## src/sv/rdsm_pkg.sv

```systemverilog
`timescale 1ns / 1ps
package rdsm_pkg;

    localparam int MAX_PATTERN_DEF = 32;
    localparam int QUEUE_DEPTH_DEF = 2;

    localparam int WORD_W    = 64;
    localparam int LENGTH_W  = 6;
    localparam int REG_IDX_W = 3;

    localparam logic [7:0] STAR_CODE = 8'h2A;
    localparam logic [7:0] DOT_CODE  = 8'h2E;

    localparam logic [REG_IDX_W-1:0] REG_PATTERN_LOW    = 3'd0;
    localparam logic [REG_IDX_W-1:0] REG_PATTERN_SECOND = 3'd1;
    localparam logic [REG_IDX_W-1:0] REG_PATTERN_THIRD  = 3'd2;
    localparam logic [REG_IDX_W-1:0] REG_PATTERN_HIGH   = 3'd3;
    localparam logic [REG_IDX_W-1:0] REG_PATTERN_LENGTH = 3'd4;

    // what a queued request does to the row
    typedef enum logic [1:0] {
        KIND_BYTE,
        KIND_LAST,
        KIND_EMPTY
    } rdsm_kind_t;

endpackage

```

## src/sv/rdsm_cfg.sv

```systemverilog
`timescale 1ns / 1ps
module rdsm_cfg #(
    parameter int MAX_PATTERN = rdsm_pkg::MAX_PATTERN_DEF,
    parameter int LEN_W       = $clog2(MAX_PATTERN + 1)
) (
    input  logic                               aclk,
    input  logic                               aresetn,
    input  logic                               cfg_wr_en,
    input  logic [rdsm_pkg::REG_IDX_W-1:0]     cfg_wr_index,
    input  logic [rdsm_pkg::WORD_W-1:0]        cfg_wr_data,
    output logic [MAX_PATTERN*8-1:0]           pattern_bytes,
    output logic [MAX_PATTERN-1:0]             star_mask,
    output logic [MAX_PATTERN-1:0]             use_mask,
    output logic [LEN_W-1:0]                   used_len,
    output logic [MAX_PATTERN:0]               start_row
);
    import rdsm_pkg::*;

    logic [WORD_W-1:0]   words_reg [4];
    logic [LENGTH_W-1:0] length_reg;
    logic [LENGTH_W-1:0] clamped_len;
    logic [MAX_PATTERN:0] start_row_reg;
    logic [MAX_PATTERN:0] start_row_next;

    always_ff @(posedge aclk) begin
        if (!aresetn) begin
            for (int i = 0; i < 4; i++) begin
                words_reg[i] <= '0;
            end
            length_reg <= '0;
        end else if (cfg_wr_en) begin
            unique case (cfg_wr_index)
                REG_PATTERN_LOW:    words_reg[0] <= cfg_wr_data;
                REG_PATTERN_SECOND: words_reg[1] <= cfg_wr_data;
                REG_PATTERN_THIRD:  words_reg[2] <= cfg_wr_data;
                REG_PATTERN_HIGH:   words_reg[3] <= cfg_wr_data;
                REG_PATTERN_LENGTH: length_reg   <= cfg_wr_data[LENGTH_W-1:0];
                default: ;
            endcase
        end
    end

    assign clamped_len = (length_reg > LENGTH_W'(MAX_PATTERN)) ?
                         LENGTH_W'(MAX_PATTERN) : length_reg;
    assign used_len = clamped_len[LEN_W-1:0];

    always_comb begin
        for (int k = 0; k < MAX_PATTERN; k++) begin
            pattern_bytes[k*8 +: 8] = words_reg[2'(k >> 3)][(k & 7) * 8 +: 8];
            star_mask[k] = (pattern_bytes[k*8 +: 8] == STAR_CODE);
            use_mask[k]  = (LENGTH_W'(k + 1) <= clamped_len);
        end
    end

    // empty-text closure, a leading star never matches
    always_comb begin
        start_row_next    = '0;
        start_row_next[0] = 1'b1;
        for (int j = 2; j <= MAX_PATTERN; j++) begin
            if (use_mask[j-1] && star_mask[j-1]) begin
                start_row_next[j] = start_row_next[j-2];
            end
        end
    end

    always_ff @(posedge aclk) begin
        if (!aresetn) begin
            start_row_reg <= (MAX_PATTERN + 1)'(1);
        end else begin
            start_row_reg <= start_row_next;
        end
    end

    assign start_row = start_row_reg;

endmodule

```

## src/sv/rdsm_front.sv

```systemverilog
`timescale 1ns / 1ps
module rdsm_front #(
    parameter int MAX_PATTERN = rdsm_pkg::MAX_PATTERN_DEF
) (
    input  logic [7:0]                 text_byte,
    input  logic                       end_of_text,
    input  logic                       empty_text,
    input  logic [MAX_PATTERN*8-1:0]   pattern_bytes,
    output logic [MAX_PATTERN-1:0]     hit,
    output rdsm_pkg::rdsm_kind_t       kind
);
    import rdsm_pkg::*;

    // per-position element compare, done before the row pass
    always_comb begin
        for (int k = 0; k < MAX_PATTERN; k++) begin
            hit[k] = (pattern_bytes[k*8 +: 8] == DOT_CODE) ||
                     (pattern_bytes[k*8 +: 8] == text_byte);
        end
    end

    always_comb begin
        if (empty_text) begin
            kind = KIND_EMPTY;
        end else if (end_of_text) begin
            kind = KIND_LAST;
        end else begin
            kind = KIND_BYTE;
        end
    end

endmodule

```

## src/sv/rdsm_queue.sv

```systemverilog
`timescale 1ns / 1ps
module rdsm_queue #(
    parameter int DATA_W = 8,
    parameter int DEPTH  = rdsm_pkg::QUEUE_DEPTH_DEF
) (
    input  logic              aclk,
    input  logic              aresetn,
    input  logic              push,
    input  logic [DATA_W-1:0] push_data,
    output logic              full,
    input  logic              pop,
    output logic              not_empty,
    output logic [DATA_W-1:0] pop_data
);
    localparam int PTR_W = (DEPTH > 1) ? $clog2(DEPTH) : 1;
    localparam int CNT_W = $clog2(DEPTH + 1);

    logic [DATA_W-1:0] mem [DEPTH];
    logic [PTR_W-1:0]  wr_ptr_reg;
    logic [PTR_W-1:0]  rd_ptr_reg;
    logic [CNT_W-1:0]  count_reg;
    logic              do_push;
    logic              do_pop;

    assign full      = (count_reg == CNT_W'(DEPTH));
    assign not_empty = (count_reg != '0);
    assign do_push   = push && !full;
    assign do_pop    = pop && not_empty;
    assign pop_data  = mem[rd_ptr_reg];

    always_ff @(posedge aclk) begin
        if (do_push) begin
            mem[wr_ptr_reg] <= push_data;
        end
    end

    always_ff @(posedge aclk) begin
        if (!aresetn) begin
            wr_ptr_reg <= '0;
            rd_ptr_reg <= '0;
            count_reg  <= '0;
        end else begin
            if (do_push) begin
                wr_ptr_reg <= (wr_ptr_reg == PTR_W'(DEPTH - 1)) ? '0 : wr_ptr_reg + 1'b1;
            end
            if (do_pop) begin
                rd_ptr_reg <= (rd_ptr_reg == PTR_W'(DEPTH - 1)) ? '0 : rd_ptr_reg + 1'b1;
            end
            if (do_push && !do_pop) begin
                count_reg <= count_reg + 1'b1;
            end else if (do_pop && !do_push) begin
                count_reg <= count_reg - 1'b1;
            end
        end
    end

endmodule

```

## src/sv/rdsm_back.sv

```systemverilog
`timescale 1ns / 1ps
module rdsm_back #(
    parameter int MAX_PATTERN = rdsm_pkg::MAX_PATTERN_DEF,
    parameter int LEN_W       = $clog2(MAX_PATTERN + 1)
) (
    input  logic                   aclk,
    input  logic                   aresetn,
    input  logic                   item_valid,
    input  logic [MAX_PATTERN-1:0] item_hit,
    input  rdsm_pkg::rdsm_kind_t   item_kind,
    output logic                   item_pop,
    input  logic [MAX_PATTERN-1:0] star_mask,
    input  logic [MAX_PATTERN-1:0] use_mask,
    input  logic [LEN_W-1:0]       used_len,
    input  logic [MAX_PATTERN:0]   start_row,
    output logic                   out_valid,
    input  logic                   out_ready,
    output logic                   out_matched,
    output logic                   out_final
);
    import rdsm_pkg::*;

    logic [MAX_PATTERN:0] match_row_reg;
    logic                 at_start_reg;
    logic                 valid_reg;
    logic                 matched_reg;
    logic                 final_reg;
    logic [MAX_PATTERN:0] base_row;
    logic [MAX_PATTERN:0] row_next;
    logic                 closes;

    assign item_pop = item_valid && (!valid_reg || out_ready);
    assign base_row = at_start_reg ? start_row : match_row_reg;
    assign closes   = (item_kind == KIND_LAST) || (item_kind == KIND_EMPTY);

    // one left-to-right pass, a star looks at the bit two places back
    always_comb begin
        row_next    = '0;
        row_next[1] = use_mask[0] && !star_mask[0] && base_row[0] && item_hit[0];
        for (int j = 2; j <= MAX_PATTERN; j++) begin
            if (use_mask[j-1]) begin
                if (!star_mask[j-1]) begin
                    row_next[j] = base_row[j-1] && item_hit[j-1];
                end else begin
                    row_next[j] = row_next[j-2] || (base_row[j] && item_hit[j-2]);
                end
            end
        end
    end

    always_ff @(posedge aclk) begin
        if (!aresetn) begin
            match_row_reg <= '0;
            at_start_reg  <= 1'b1;
            valid_reg     <= 1'b0;
        end else begin
            if (item_pop) begin
                valid_reg <= 1'b1;
                if (closes) begin
                    match_row_reg <= '0;
                    at_start_reg  <= 1'b1;
                end else begin
                    match_row_reg <= row_next;
                    at_start_reg  <= 1'b0;
                end
            end else if (out_ready) begin
                valid_reg <= 1'b0;
            end
        end
    end

    always_ff @(posedge aclk) begin
        if (item_pop) begin
            matched_reg <= (item_kind == KIND_EMPTY) ? start_row[used_len] : row_next[used_len];
            final_reg   <= closes;
        end
    end

    assign out_valid   = valid_reg;
    assign out_matched = matched_reg;
    assign out_final   = final_reg;

    a_close_restarts: assert property (@(posedge aclk) disable iff (!aresetn)
        item_pop && closes |=> at_start_reg && (match_row_reg == '0))
        else $error("text close did not restore the starting row");

    a_start_row_clear: assert property (@(posedge aclk) disable iff (!aresetn)
        at_start_reg |-> (match_row_reg == '0))
        else $error("stale row kept at text start");

    a_pop_fills_output: assert property (@(posedge aclk) disable iff (!aresetn)
        item_pop |=> valid_reg)
        else $error("popped request produced no result");

    a_final_on_close: assert property (@(posedge aclk) disable iff (!aresetn)
        item_pop |=> (final_reg == $past(closes)))
        else $error("final verdict flag mismatch");

endmodule

```

## src/sv/regex_dot_star_matcher.sv

```systemverilog
`timescale 1ns / 1ps
// a request accepted on s_ is written to the request queue, and the back stage then registers its result on m_
// throughput: one text byte per cycle while m_tready is high, set by the single-pass row update in the back stage
// the two-entry request queue takes at least one more request while a result waits on m_tready
// reset: synchronous active-low aresetn clears pattern, length, queue and output valid,
// and puts the row at the start of a new text (empty pattern, starting row = bit 0 set)
module regex_dot_star_matcher #(
    parameter int MAX_PATTERN = rdsm_pkg::MAX_PATTERN_DEF,
    parameter int QUEUE_DEPTH = rdsm_pkg::QUEUE_DEPTH_DEF
) (
    input  logic                           aclk,
    input  logic                           aresetn,
    // configuration write port, register index as listed in the register map
    input  logic                           cfg_wr_en,
    input  logic [rdsm_pkg::REG_IDX_W-1:0] cfg_wr_index,
    input  logic [rdsm_pkg::WORD_W-1:0]    cfg_wr_data,
    // text requests
    input  logic                           s_tvalid,
    output logic                           s_tready,
    input  logic [7:0]                     s_tdata,  // [7:0] text_byte
    input  logic                           s_tlast,  // end_of_text
    input  logic                           s_tuser,  // empty_text
    // match results
    output logic                           m_tvalid,
    input  logic                           m_tready,
    output logic [7:0]                     m_tdata,  // [0] matched, [7:1] zero
    output logic                           m_tlast   // final_verdict
);
    import rdsm_pkg::*;

    localparam int LEN_W = $clog2(MAX_PATTERN + 1);
    localparam int Q_W   = MAX_PATTERN + 2;

    // pattern bytes for the front compare, masks, length and start row for the back row pass
    logic [MAX_PATTERN*8-1:0] pattern_bytes;
    logic [MAX_PATTERN-1:0]   star_mask;
    logic [MAX_PATTERN-1:0]   use_mask;
    logic [LEN_W-1:0]         used_len;
    logic [MAX_PATTERN:0]     start_row;

    // front side: element hits and request kind
    logic [MAX_PATTERN-1:0]   front_hit;
    rdsm_kind_t               front_kind;

    // queue
    logic                     q_full;
    logic                     q_not_empty;
    logic                     q_pop;
    logic [Q_W-1:0]           q_push_data;
    logic [Q_W-1:0]           q_pop_data;

    logic                     out_matched;

    rdsm_cfg #(
        .MAX_PATTERN (MAX_PATTERN),
        .LEN_W       (LEN_W)
    ) u_cfg (
        .aclk          (aclk),
        .aresetn       (aresetn),
        .cfg_wr_en     (cfg_wr_en),
        .cfg_wr_index  (cfg_wr_index),
        .cfg_wr_data   (cfg_wr_data),
        .pattern_bytes (pattern_bytes),
        .star_mask     (star_mask),
        .use_mask      (use_mask),
        .used_len      (used_len),
        .start_row     (start_row)
    );

    rdsm_front #(
        .MAX_PATTERN (MAX_PATTERN)
    ) u_front (
        .text_byte     (s_tdata),
        .end_of_text   (s_tlast),
        .empty_text    (s_tuser),
        .pattern_bytes (pattern_bytes),
        .hit           (front_hit),
        .kind          (front_kind)
    );

    // queue entry: hits above, kind in the low two bits
    assign q_push_data = {front_hit, front_kind};
    assign s_tready    = !q_full;

    rdsm_queue #(
        .DATA_W (Q_W),
        .DEPTH  (QUEUE_DEPTH)
    ) u_queue (
        .aclk      (aclk),
        .aresetn   (aresetn),
        .push      (s_tvalid),
        .push_data (q_push_data),
        .full      (q_full),
        .pop       (q_pop),
        .not_empty (q_not_empty),
        .pop_data  (q_pop_data)
    );

    rdsm_back #(
        .MAX_PATTERN (MAX_PATTERN),
        .LEN_W       (LEN_W)
    ) u_back (
        .aclk        (aclk),
        .aresetn     (aresetn),
        .item_valid  (q_not_empty),
        .item_hit    (q_pop_data[Q_W-1:2]),
        .item_kind   (rdsm_kind_t'(q_pop_data[1:0])),
        .item_pop    (q_pop),
        .star_mask   (star_mask),
        .use_mask    (use_mask),
        .used_len    (used_len),
        .start_row   (start_row),
        .out_valid   (m_tvalid),
        .out_ready   (m_tready),
        .out_matched (out_matched),
        .out_final   (m_tlast)
    );

    assign m_tdata = {7'b0, out_matched};

endmodule
```

## config.mk

```make
export PLATFORM = sky130hd
export DESIGN_NAME = regex_dot_star_matcher
export DESIGN_NICKNAME = d
export VERILOG_FILES = /design/src/sv/rdsm_pkg.sv /design/src/sv/rdsm_cfg.sv /design/src/sv/rdsm_front.sv /design/src/sv/rdsm_queue.sv /design/src/sv/rdsm_back.sv /design/src/sv/regex_dot_star_matcher.sv
export SDC_FILE = /design/constraint.sdc
export NUM_CORES = 1
export LEC_CHECK = 0
export BUFFER_PORTS_ARGS = -buffer_cell sky130_fd_sc_hd__buf_4
export CORE_ASPECT_RATIO = 1.4
export CORE_MARGIN = 3
export CORE_UTILIZATION = 34
export CTS_BUF_LIST = sky130_fd_sc_hd__clkbuf_4 sky130_fd_sc_hd__clkbuf_8
export CTS_CLUSTER_DIAMETER = 30
export DETAILED_ROUTE_END_ITERATION = 8
export GPL_ROUTABILITY_DRIVEN = 0
export SETUP_SLACK_MARGIN = 0.2
export SYNTH_ARGS = -nofsm -noshare
export SYNTH_HDL_FRONTEND = slang
export SYNTH_SLANG_ARGS = --single-unit
```

## constraint.sdc

```tcl
create_clock -name aclk -period 7.2 [get_ports aclk]
set_input_delay 1.44 -clock aclk [delete_from_list [all_inputs] [get_ports aclk]]
set_output_delay 1.44 -clock aclk [all_outputs]
set_load 0.03 [all_outputs]
```

* Yosys cells after proc, flatten, opt, wreduce, memory -nomap -nowiden *
Memory sizes are Yosys's and may differ from the RTL's. A register that Yosys moved wholly into a read port is not among the register bits.
Index checks and enable logic that the tools add are counted.

word-level totals
  output and inout bits = 11
  memories kept = 2
  logic and storage cells = 439
  register bits = 80
  bits in writable memories = 324
  input port bits = 82

operators by class
  order comparisons = 34
  equality and inequality tests = 103
  add/subtract/negate cells = 4
  mux-type cells = 119
  reduce and logical (&&, ||, !) cells = 161
  bitwise logic cells = 4

memory list
  name             words  width  read ports  clocked after memory_dff  wr ports  RTL line          text
  u_cfg.words_reg  4      64     4           0                         4         rdsm_cfg.sv:19    logic [WORD_W-1:0] words_reg [4];
  u_queue.mem      2      34     1           1                         1         rdsm_queue.sv:18  logic [DATA_W-1:0] mem [DEPTH];

operator list
  operator              count
  $eq A8 B6 Y1 const B  64
  $eq A8 B8 Y1          32
  $mux W64              4
  $mux W1               107
  $le A5 B6 Y1 const A  16
  $logic_and A1 B1 Y1   86
  $mux W33              2
  $logic_or A1 B1 Y1    64
  $le A4 B6 Y1 const A  8
  $le A3 B6 Y1 const A  4
  $bmux W1 S6           2
  $le A2 B6 Y1 const A  2
  $lt A6 B7 Y1 const B  1
  $eq A3 B2 Y1 const B  2
  $gt A6 B6 Y1 const B  1
  $le A1 B6 Y1 const A  1
  $le A6 B6 Y1 const A  1
  $mux W2               3
  $mux W6               1
  $reduce_bool A2 Y1    3
  $logic_not A1 Y1      5
  $eq A2 B2 Y1 const B  2
  $or A1 B1 Y1          4
  $reduce_and A2 Y1     2
  other kinds (7)       8

* Logic depth before layout (Yosys ltp) *
Gate-level depths: netlist of run 1.

  depth in word-level cells = 54
  depth in mapped cells = 15
  mapped depth without buffers = 11

* By module *
A second synthesis of run 1 with hierarchy kept.

second synthesis, totals
  cell total of the unflattened synthesis = 1854
  area, all modules = 21743.4 µm²

by module, submodules not included
  module                  area an instance (µm²)  sequential area each (µm²)  cells an instance  times used
  rdsm_cfg                11579.9                 8127.8                      822                1
  rdsm_front              3849.9                  0.0                         451                1
  rdsm_back               3557.2                  740.7                       440                1
  rdsm_queue              2688.8                  2142.1                      131                1
  regex_dot_star_matcher  67.6                    0.0                         10                 1

* Worst setup path after synthesis of run 1 *
No wires, ideal clock.

  path kind = input to register
  start = input cfg_wr_index[0] (netlist bit)
  end = memory u_cfg.words_reg[2][0], enable pin
  arrival = 6.137 ns
  slack = 0.489 ns
  data required time = 6.626 ns
  stages = 3
  buffers on the path = 0
  path through = nor2_1 nand2_1 o21ai_0

RTL lines
  what             RTL line                      text
  start, declared  regex_dot_star_matcher.sv:15  input logic [rdsm_pkg::REG_IDX_W-1:0] cfg_wr_index,
  end, declared    rdsm_cfg.sv:19

* Worst setup path in the final report of run 1 *
  start = register u_back.at_start_reg
  end = register u_back.matched_reg (netlist: u_back.out_matched), data pin

on the way
  word-level cells in the longest chain between the ends = 52
  elaborated cells on any way between the ends = 160

RTL lines
  what                                           RTL line                          text
  start, declared                                rdsm_back.sv:24                   logic at_start_reg;
  start signal, assigned                         rdsm_back.sv:54                   at_start_reg <= 1'b1;
  start signal, assigned                         rdsm_back.sv:61                   at_start_reg <= 1'b1;
  start signal, assigned                         rdsm_back.sv:64                   at_start_reg <= 1'b0;
  $mux W33 *                                     rdsm_back.sv:33                   assign base_row = at_start_reg ? start_row : match_row_reg;
  $logic_and A1 B1 Y1, on equally long branches  rdsm_back.sv:43, rdsm_back.sv:45
  $mux W1                                        rdsm_back.sv:42                   if (!star_mask[j-1]) begin
  $mux W1                                        rdsm_back.sv:41                   if (use_mask[j-1]) begin
  $logic_or A1 B1 Y1                             rdsm_back.sv:45                   row_next[j] = row_next[j-2] || (base_row[j] && item_hit[j-2]);
  $mux W1                                        rdsm_back.sv:42
  $mux W1                                        rdsm_back.sv:41
  $logic_or A1 B1 Y1                             rdsm_back.sv:45
  (+36 left out)                                 -
  $mux W1                                        rdsm_back.sv:42
  $mux W1                                        rdsm_back.sv:41
  $logic_or A1 B1 Y1                             rdsm_back.sv:45
  $mux W1                                        rdsm_back.sv:42
  $mux W1                                        rdsm_back.sv:41
  $bmux W1 S6 *                                  rdsm_back.sv:74                   matched_reg <= (item_kind == KIND_EMPTY) ? start_row[used_len] : row_next[used_len];
  $mux W1 (not written as such) *                rdsm_back.sv:74
  $mux W1 *                                      rdsm_back.sv:74
  end signal, assigned                           rdsm_back.sv:74
  end, declared                                  rdsm_back.sv:26                   logic matched_reg;

Every way passes the cells marked *; elsewhere a longest branch is shown, timed or not. The select of a mux whose other input is x is not followed.
A chain may end at the register's enable or synchronous reset.

==> reports/results.ini, run 1 <==
[synthesis]
ys.flop_type=edfxtp_1
synth_compound_area_share_pct=7.737
synth_top_area_cell=edfxtp_1
synth_fa_ha_area_share_pct=0.1217
synth.area.mux_share_pct=3.206
synth_edf_count=326
synth_top_family_by_area=simple AND/OR/NAND/NOR gates
synth_simple_gate_area_share_pct=21.76
synthXorXnorAreaFrac_pct=11.03
synth_cell_type_count=85
ys_seq_elements=387
synth_seq_area_share_pct=53.53
yosys.area.top_type_share_pct=47.59
yosysWarnings=0
async_reset_ff_share_pct=0
ys_top_cells_by_area=edfxtp_1, and2_1, xnor2_1, dfxtp_1, xor2_1
syn-cell-area_sq_mm=0.02057
netlist_instances=1809
syn_area_per_cell_sq_um=11.37

[clocking]
clk_path_buf_depth=3
cts_buffers=75
numClockSinks=387
cts_htree_levels=3
postCtsSetupRepairBufs=0
cts_resized=0
cts_hold_buf=0
path_clk_slew_ns=0.06
cts_root_buffer=clkbuf_8
clock_latency_ns=0.63
cts_tree=built

[sta]
worst_pin_slew_ns=1.236
setup_violations=0
max_freq_mhz=212.9
slew_headroom_pct=17.44
drv_slew=0
rsz0062_at_grt=false
period_share_pct=65.23
setup_tns_ns=0
whs_ns=0.4582
fin_skew_ns=0.02890
fin_crit_ns=4.696
hold_violations=0

[power_and_ir_drop]
p_leak_nw=8.007
clkPwrFrac_pct=40.9
power.switching_mw=1.666
pwr-share-comb_pct=14.1
vdd_drop_max_mv=0.1469
p_sw_share_pct=27.39
seq_power_share_pct=45.0
power_density_mw_per_mm2=255.3
power_mw=6.083
intPower_mw=4.416

[grt]
grt_first_pass_wirelength_mm=92.16
overflow=0
grt_pass1_vias=15250
grt_max_degree=65
antenna_found_initial=1
busiest_layer=met2
grt_util_met1_pct=22.23
met3_usage_pct=3.460
grt_usage_pct=19.21
met2_usage_pct=33.69

[route]
vias_per_cell=5.331
remaining_drc_errors=0
wire_per_inst_um=22.07
wirelength_mm=61.16
vias=14770
drt-initial-drc-count=1093
postRouteAntennaNets=0
drt_first_pass_iters=6

[finish]
nets=1983
largest_register_ffs=256
fillers=5651
area_growth_pct=15.81
layout-drive-gt1-share_pct=15.61
final_area_sq_mm=0.02382

[place]
hpwl_mm=41.87
port_buffers=85
placed_area_sq_mm=0.02209

[setup_path]
worstPathArrival_ns=5.05
worstPathMaxFanout=34
critPathKind=register to register
cp-start-kind=register
endpoint_kind=register
worstReg2RegStart=u_back.at_start_reg$_SDFFE_PN1P_
required_ns=7.55
critPathLaunch=u_back.at_start_reg$_SDFFE_PN1P_

[floorplan]
io_pins=93
dieArea_sq_mm=0.06353
placementRows=106
dieHeight_um=297.0
die_w_um=213.9
start_util_pct=34.39
core_area_sq_mm=0.05981

[run]
max-cap-violations=0

[worst_hold_path]
hp-class=register to register
hp-start=u_back.match_row_reg[7]$_SDFFE_PN0P_

[outcome]
run_status=completed

==> through the flow <==
| stage | util (%) | setup WS (ns) | cells |
|---|---|---|---|
| finish | 39.83 | 2.504 | 2771 |
| floorplan | - | 0.4886 | 1815 |
| CTS | 39.82 | 2.624 | 2770 |
| global route | 39.83 | 2.295 | 2771 |
| global placement | 36.93 | 2.763 | 2632 |
| detailed placement | 36.93 | 2.648 | 2632 |
==> per-layer routing <==
layer / part of all wire (%) / routed length (um)
met2: 52 / 31560
met4: 4.9 / 2995
met1: 38 / 23170
met5: 0 / 0
met3: 5.6 / 3436
==> worst max-delay path: stages (launching register included) <==
cell	delay (ns)
dfxtp_1	0.31
buf_4	0.45
mux2_2	0.42
a2111oi_0	0.99
nand3_1	0.23
a21oi_1	0.36
nor3_4	0.13
o41ai_2	0.49
o21ai_0	0.20
o41ai_2	0.36
o41ai_1	0.17
nor4_2	0.16
a32oi_1	0.15
==> cell usage in the layout, fill, tap and decap left out, types with 8 or more instances in the layout <==
cell	n
dfxtp_1	60
nand4_1	62
o21ai_0	46
a22oi_1	17
nor3_1	31
nor2_1	64
nor4bb_1	8
nand4b_1	14
and2_1	265
mux2_2	23
o211ai_1	8
xor2_1	81
nor2b_1	51
nor4b_1	17
bufinv_16	10
clkbuf_4	13
inv_1	28
xnor2_1	178
nor4_1	28
a21oi_1	32
edfxtp_1	326
or4_1	8
nand3_1	23
nand2b_1	11
o22ai_1	9
mux2i_1	40
nand2_1	83
a31oi_1	9
clkinvlp_4	8
clkbuf_8	81
buf_4	109
a21boi_0	11
o21a_1	13
or4b_1	9
clkinv_2	11
==> worst paths after layout <==
kind | endpoint | slack [ns] | cells after the start
hold / removal | u_back.match_row_reg[7]$_SDFFE_PN0P_ | 0.46 | 2
hold reg to reg | u_back.match_row_reg[7]$_SDFFE_PN0P_ | 0.46 | 2
setup reg to reg | u_back.out_matched$_DFFE_PP_ | 2.50 | 12
setup / recovery | u_back.out_matched$_DFFE_PP_ | 2.50 | 12
==> Yosys cell counts, types with 5 or more instances <==
cell,count
a22o_1,6
edfxtp_1,326
a22oi_1,17
mux2i_1,40
or2_2,6
o211ai_1,8
or3_1,5
nor2b_1,51
nor4bb_1,8
or4b_1,9
buf_2,5
or4_1,8
nand3b_1,7
xor2_1,81
or4bb_1,5
dfxtp_1,61
mux2_2,23
o21a_1,13
nor2_1,70
o21ai_0,50
nor4_1,28
a31oi_1,9
a21oi_1,32
xnor2_1,178
nor3_1,31
a21o_1,5
a221oi_1,6
nand3_1,23
and3_1,5
a2bb2oi_1,6
buf_1,25
nand2_1,83
o22ai_1,9
nor4b_1,18
a21boi_0,11
buf_4,9
inv_1,28
or4b_2,5
nand4b_1,14
nand4_1,62
nand2b_1,11
and2_1,265
clkbuf_1,62
==> cells by family after synthesis <==
group	after synthesis
xor gates and xnor gates	259
muxes	63
and+or+nand+nor	739
AOI/OAI and AO/OA	228
adders and majority gates	2
DFF	387
buffers and inverters	130
other	1
==> power by group through the flow <==
stage	Clock, mW	Combinational [mW]	Sequential (mW)
finish	2.49	0.859	2.74
floorplan	0	0.568	2.76
global placement	0	0.843	2.78
global route	2.65	0.916	2.76
CTS	2.54	0.858	2.74
detailed placement	0	0.854	2.79
==> area by class of cell <==
class                           count  area (sq um)  area share, %
Antenna cell                        1         2.502        0.01050
Clock buffer                       94          1212          5.090
Clock inverter                     44         519.2          2.180
Inverter                           28         105.1         0.4412
Multi-Input combinational cell   1298          9139          38.36
Sequential cell                   387         11010          46.23
Tap cell                          810          1013          4.254
Timing Repair Buffer              109         818.3          3.435
No activity file was read; power rests on OpenSTA's default activity.
==> run 2: changes to the inputs <==
==> constraint.sdc (replaced) <==
create_clock -name aclk -period 4.7 [get_ports aclk]
set_input_delay 0.94 -clock aclk [delete_from_list [all_inputs] [get_ports aclk]]
set_output_delay 0.94 -clock aclk [all_outputs]
set_load 0.03 [all_outputs]
==> reports/results.ini, run 2 (synthesis results as in run 1) <==
[outcome]
run_status=completed

[setup_path]
reg2reg_slack_ns=0.71
r2r_end=u_back.out_matched$_DFFE_PP_
cp_slowest_cell=nor4b_1
crit_top_cell=or4_1
cp-start-kind=register
worstPathMaxFanout=4
critPathKind=register to register
endpoint_kind=register
required_ns=5.16
worstPathArrival_ns=4.45
worstReg2RegStart=u_cfg.words_reg[0][20]$_SDFFCE_PN0P_
slowest_delay_ns=0.72
worst_r2r_path_depth=10
crit_chain=nor4b_1 -> a2bb2oi_1 -> o21a_1 -> or4_1 -> a311oi_2 -> nor2_1 -> a211oi_2 -> o21ai_1 -> or4_1 -> a32oi_1

[grt]
antenna_found_initial=1
grt_first_pass_wirelength_mm=93.86
grt_max_degree=65
grt_pass1_vias=15370
grt_util_met1_pct=23.06
grt_usage_pct=19.74
met2_usage_pct=34.94
met3_usage_pct=3.576
overflow=0
busiest_layer=met2

[power_and_ir_drop]
p_sw_share_pct=27.95
power.switching_mw=2.567
power_density_mw_per_mm2=385.4
intPower_mw=6.615
vdd_drop_max_mv=0.1814
pwr-share-comb_pct=15.3
clkPwrFrac_pct=39.2
power_mw=9.182
p_leak_nw=8.013
seq_power_share_pct=45.5

[sta]
slew_headroom_pct=15.29
rsz0062_at_grt=false
drv_slew=0
fin_skew_ns=0.02508
max_freq_mhz=250.4
period_share_pct=84.97
worst_pin_slew_ns=1.259
fin_crit_ns=3.994
hold_violations=0
setup_tns_ns=0
setup_violations=0

[worst_hold_path]
hp-start=u_back.match_row_reg[13]$_SDFFE_PN0P_
hp-class=register to register
min_delay_path_depth=2
hold_end=u_back.match_row_reg[13]$_SDFFE_PN0P_

[clocking]
cts_buffers=73
clock_latency_ns=0.63
path_clk_slew_ns=0.06
cts_root_buffer=clkbuf_8
cts_tree=built
postCtsSetupRepairBufs=0
cts_resized=0
cts_htree_levels=3
clk_path_buf_depth=3
cts_hold_buf=0
numClockSinks=387

[floorplan]
io_pins=93
dieHeight_um=297.0
dieArea_sq_mm=0.06353
core_area_sq_mm=0.05981
start_util_pct=34.39
placementRows=106
die_w_um=213.9

[place]
hpwl_mm=43.58
port_buffers=85

[route]
vias_per_cell=5.393
drt_first_pass_iters=5
postRouteAntennaNets=0
vias=15000
wirelength_mm=63.49
drt-initial-drc-count=1237
wire_per_inst_um=22.83
remaining_drc_errors=0

[run]
max-cap-violations=0

[finish]
layout-drive-gt1-share_pct=15.69
largest_register_ffs=256
nets=2001
area_growth_pct=15.83
layout_common_cells=edfxtp_1, and2_1, xnor2_1
layout.cells.most_common=edfxtp_1

==> run 2: final cells by class <==
| class | instances | area (sq um) |
|---|---|---|
| Tap cell | 810 | 1013 |
| Fill cell | 5742 | 35990 |
| Inverter | 28 | 105.1 |
| Clock inverter | 41 | 452.9 |
| Sequential cell | 387 | 11010 |
| Timing Repair Buffer | 129 | 968.4 |
| Antenna cell | 1 | 2.502 |
| Multi-Input combinational cell | 1298 | 9138 |
| Clock buffer | 87 | 1135 |
==> run 2: worst max path at each step <==
| stage | startpoint | to | slack [ns] | cells past startpoint |
|---|---|---|---|---|
| after floorplan | cfg_wr_index[0] | u_cfg.words_reg[2][0]$_SDFFCE_PN0P_ | -1.51 | 3 |
| after global placement | u_cfg.words_reg[0][60]$_SDFFCE_PN0P_ | u_back.out_matched$_DFFE_PP_ | 0.78 | 11 |
| after detailed placement | u_cfg.words_reg[0][60]$_SDFFCE_PN0P_ | u_back.out_matched$_DFFE_PP_ | 0.73 | 11 |
| after CTS | u_cfg.words_reg[0][63]$_SDFFCE_PN0P_ | u_back.out_matched$_DFFE_PP_ | 0.68 | 11 |
| after global routing | u_cfg.words_reg[0][60]$_SDFFCE_PN0P_ | u_back.out_matched$_DFFE_PP_ | 0.33 | 11 |
| final | u_cfg.words_reg[0][20]$_SDFFCE_PN0P_ | u_back.out_matched$_DFFE_PP_ | 0.71 | 10 |
==> run 2: per-stage QoR <==
step                      hold WS (ns)  setup slack, ns  instance area, sq um  instances  util [%]
final                           0.4673           0.7065                 23830       2781     39.83
after global routing            0.4765           0.3334                 23830       2781     39.83
after floorplan                 0.4364           -1.511                 20590       1815         -
after CTS                       0.4646           0.6843                 23820       2780     39.83
after global placement          0.4504           0.7768                 22240       2652     37.17
after detailed placement        0.4565           0.7320                 22240       2652     37.17
==> run 2: routing by layer <==
layer	up-vias	wire, um	part of all wire [%]
met3	182	3516	5.5
met1	7422	24640	39
met4	0	2758	4.3
li1	6775	-	-
met5	-	0	0
met2	620	32580	51
==> run 2: critical path: cells and delay by family, from the launching register on <==
kind | cells | cell delay [ns]
compound gates | 6 | 1.47
flops | 1 | 0.40
simple gates | 4 | 1.94
==> run 2: power groups by stage <==
stage / logic (mW) / clock network (mW) / registers (mW)
5_1_grt: 1.48 / 3.83 / 4.21
3_5_place_dp: 1.39 / 0 / 4.25
3_3_place_gp: 1.37 / 0 / 4.23
6_report: 1.40 / 3.60 / 4.18
4_1_cts: 1.39 / 3.66 / 4.18
2_1_floorplan: 0.870 / 0 / 4.22
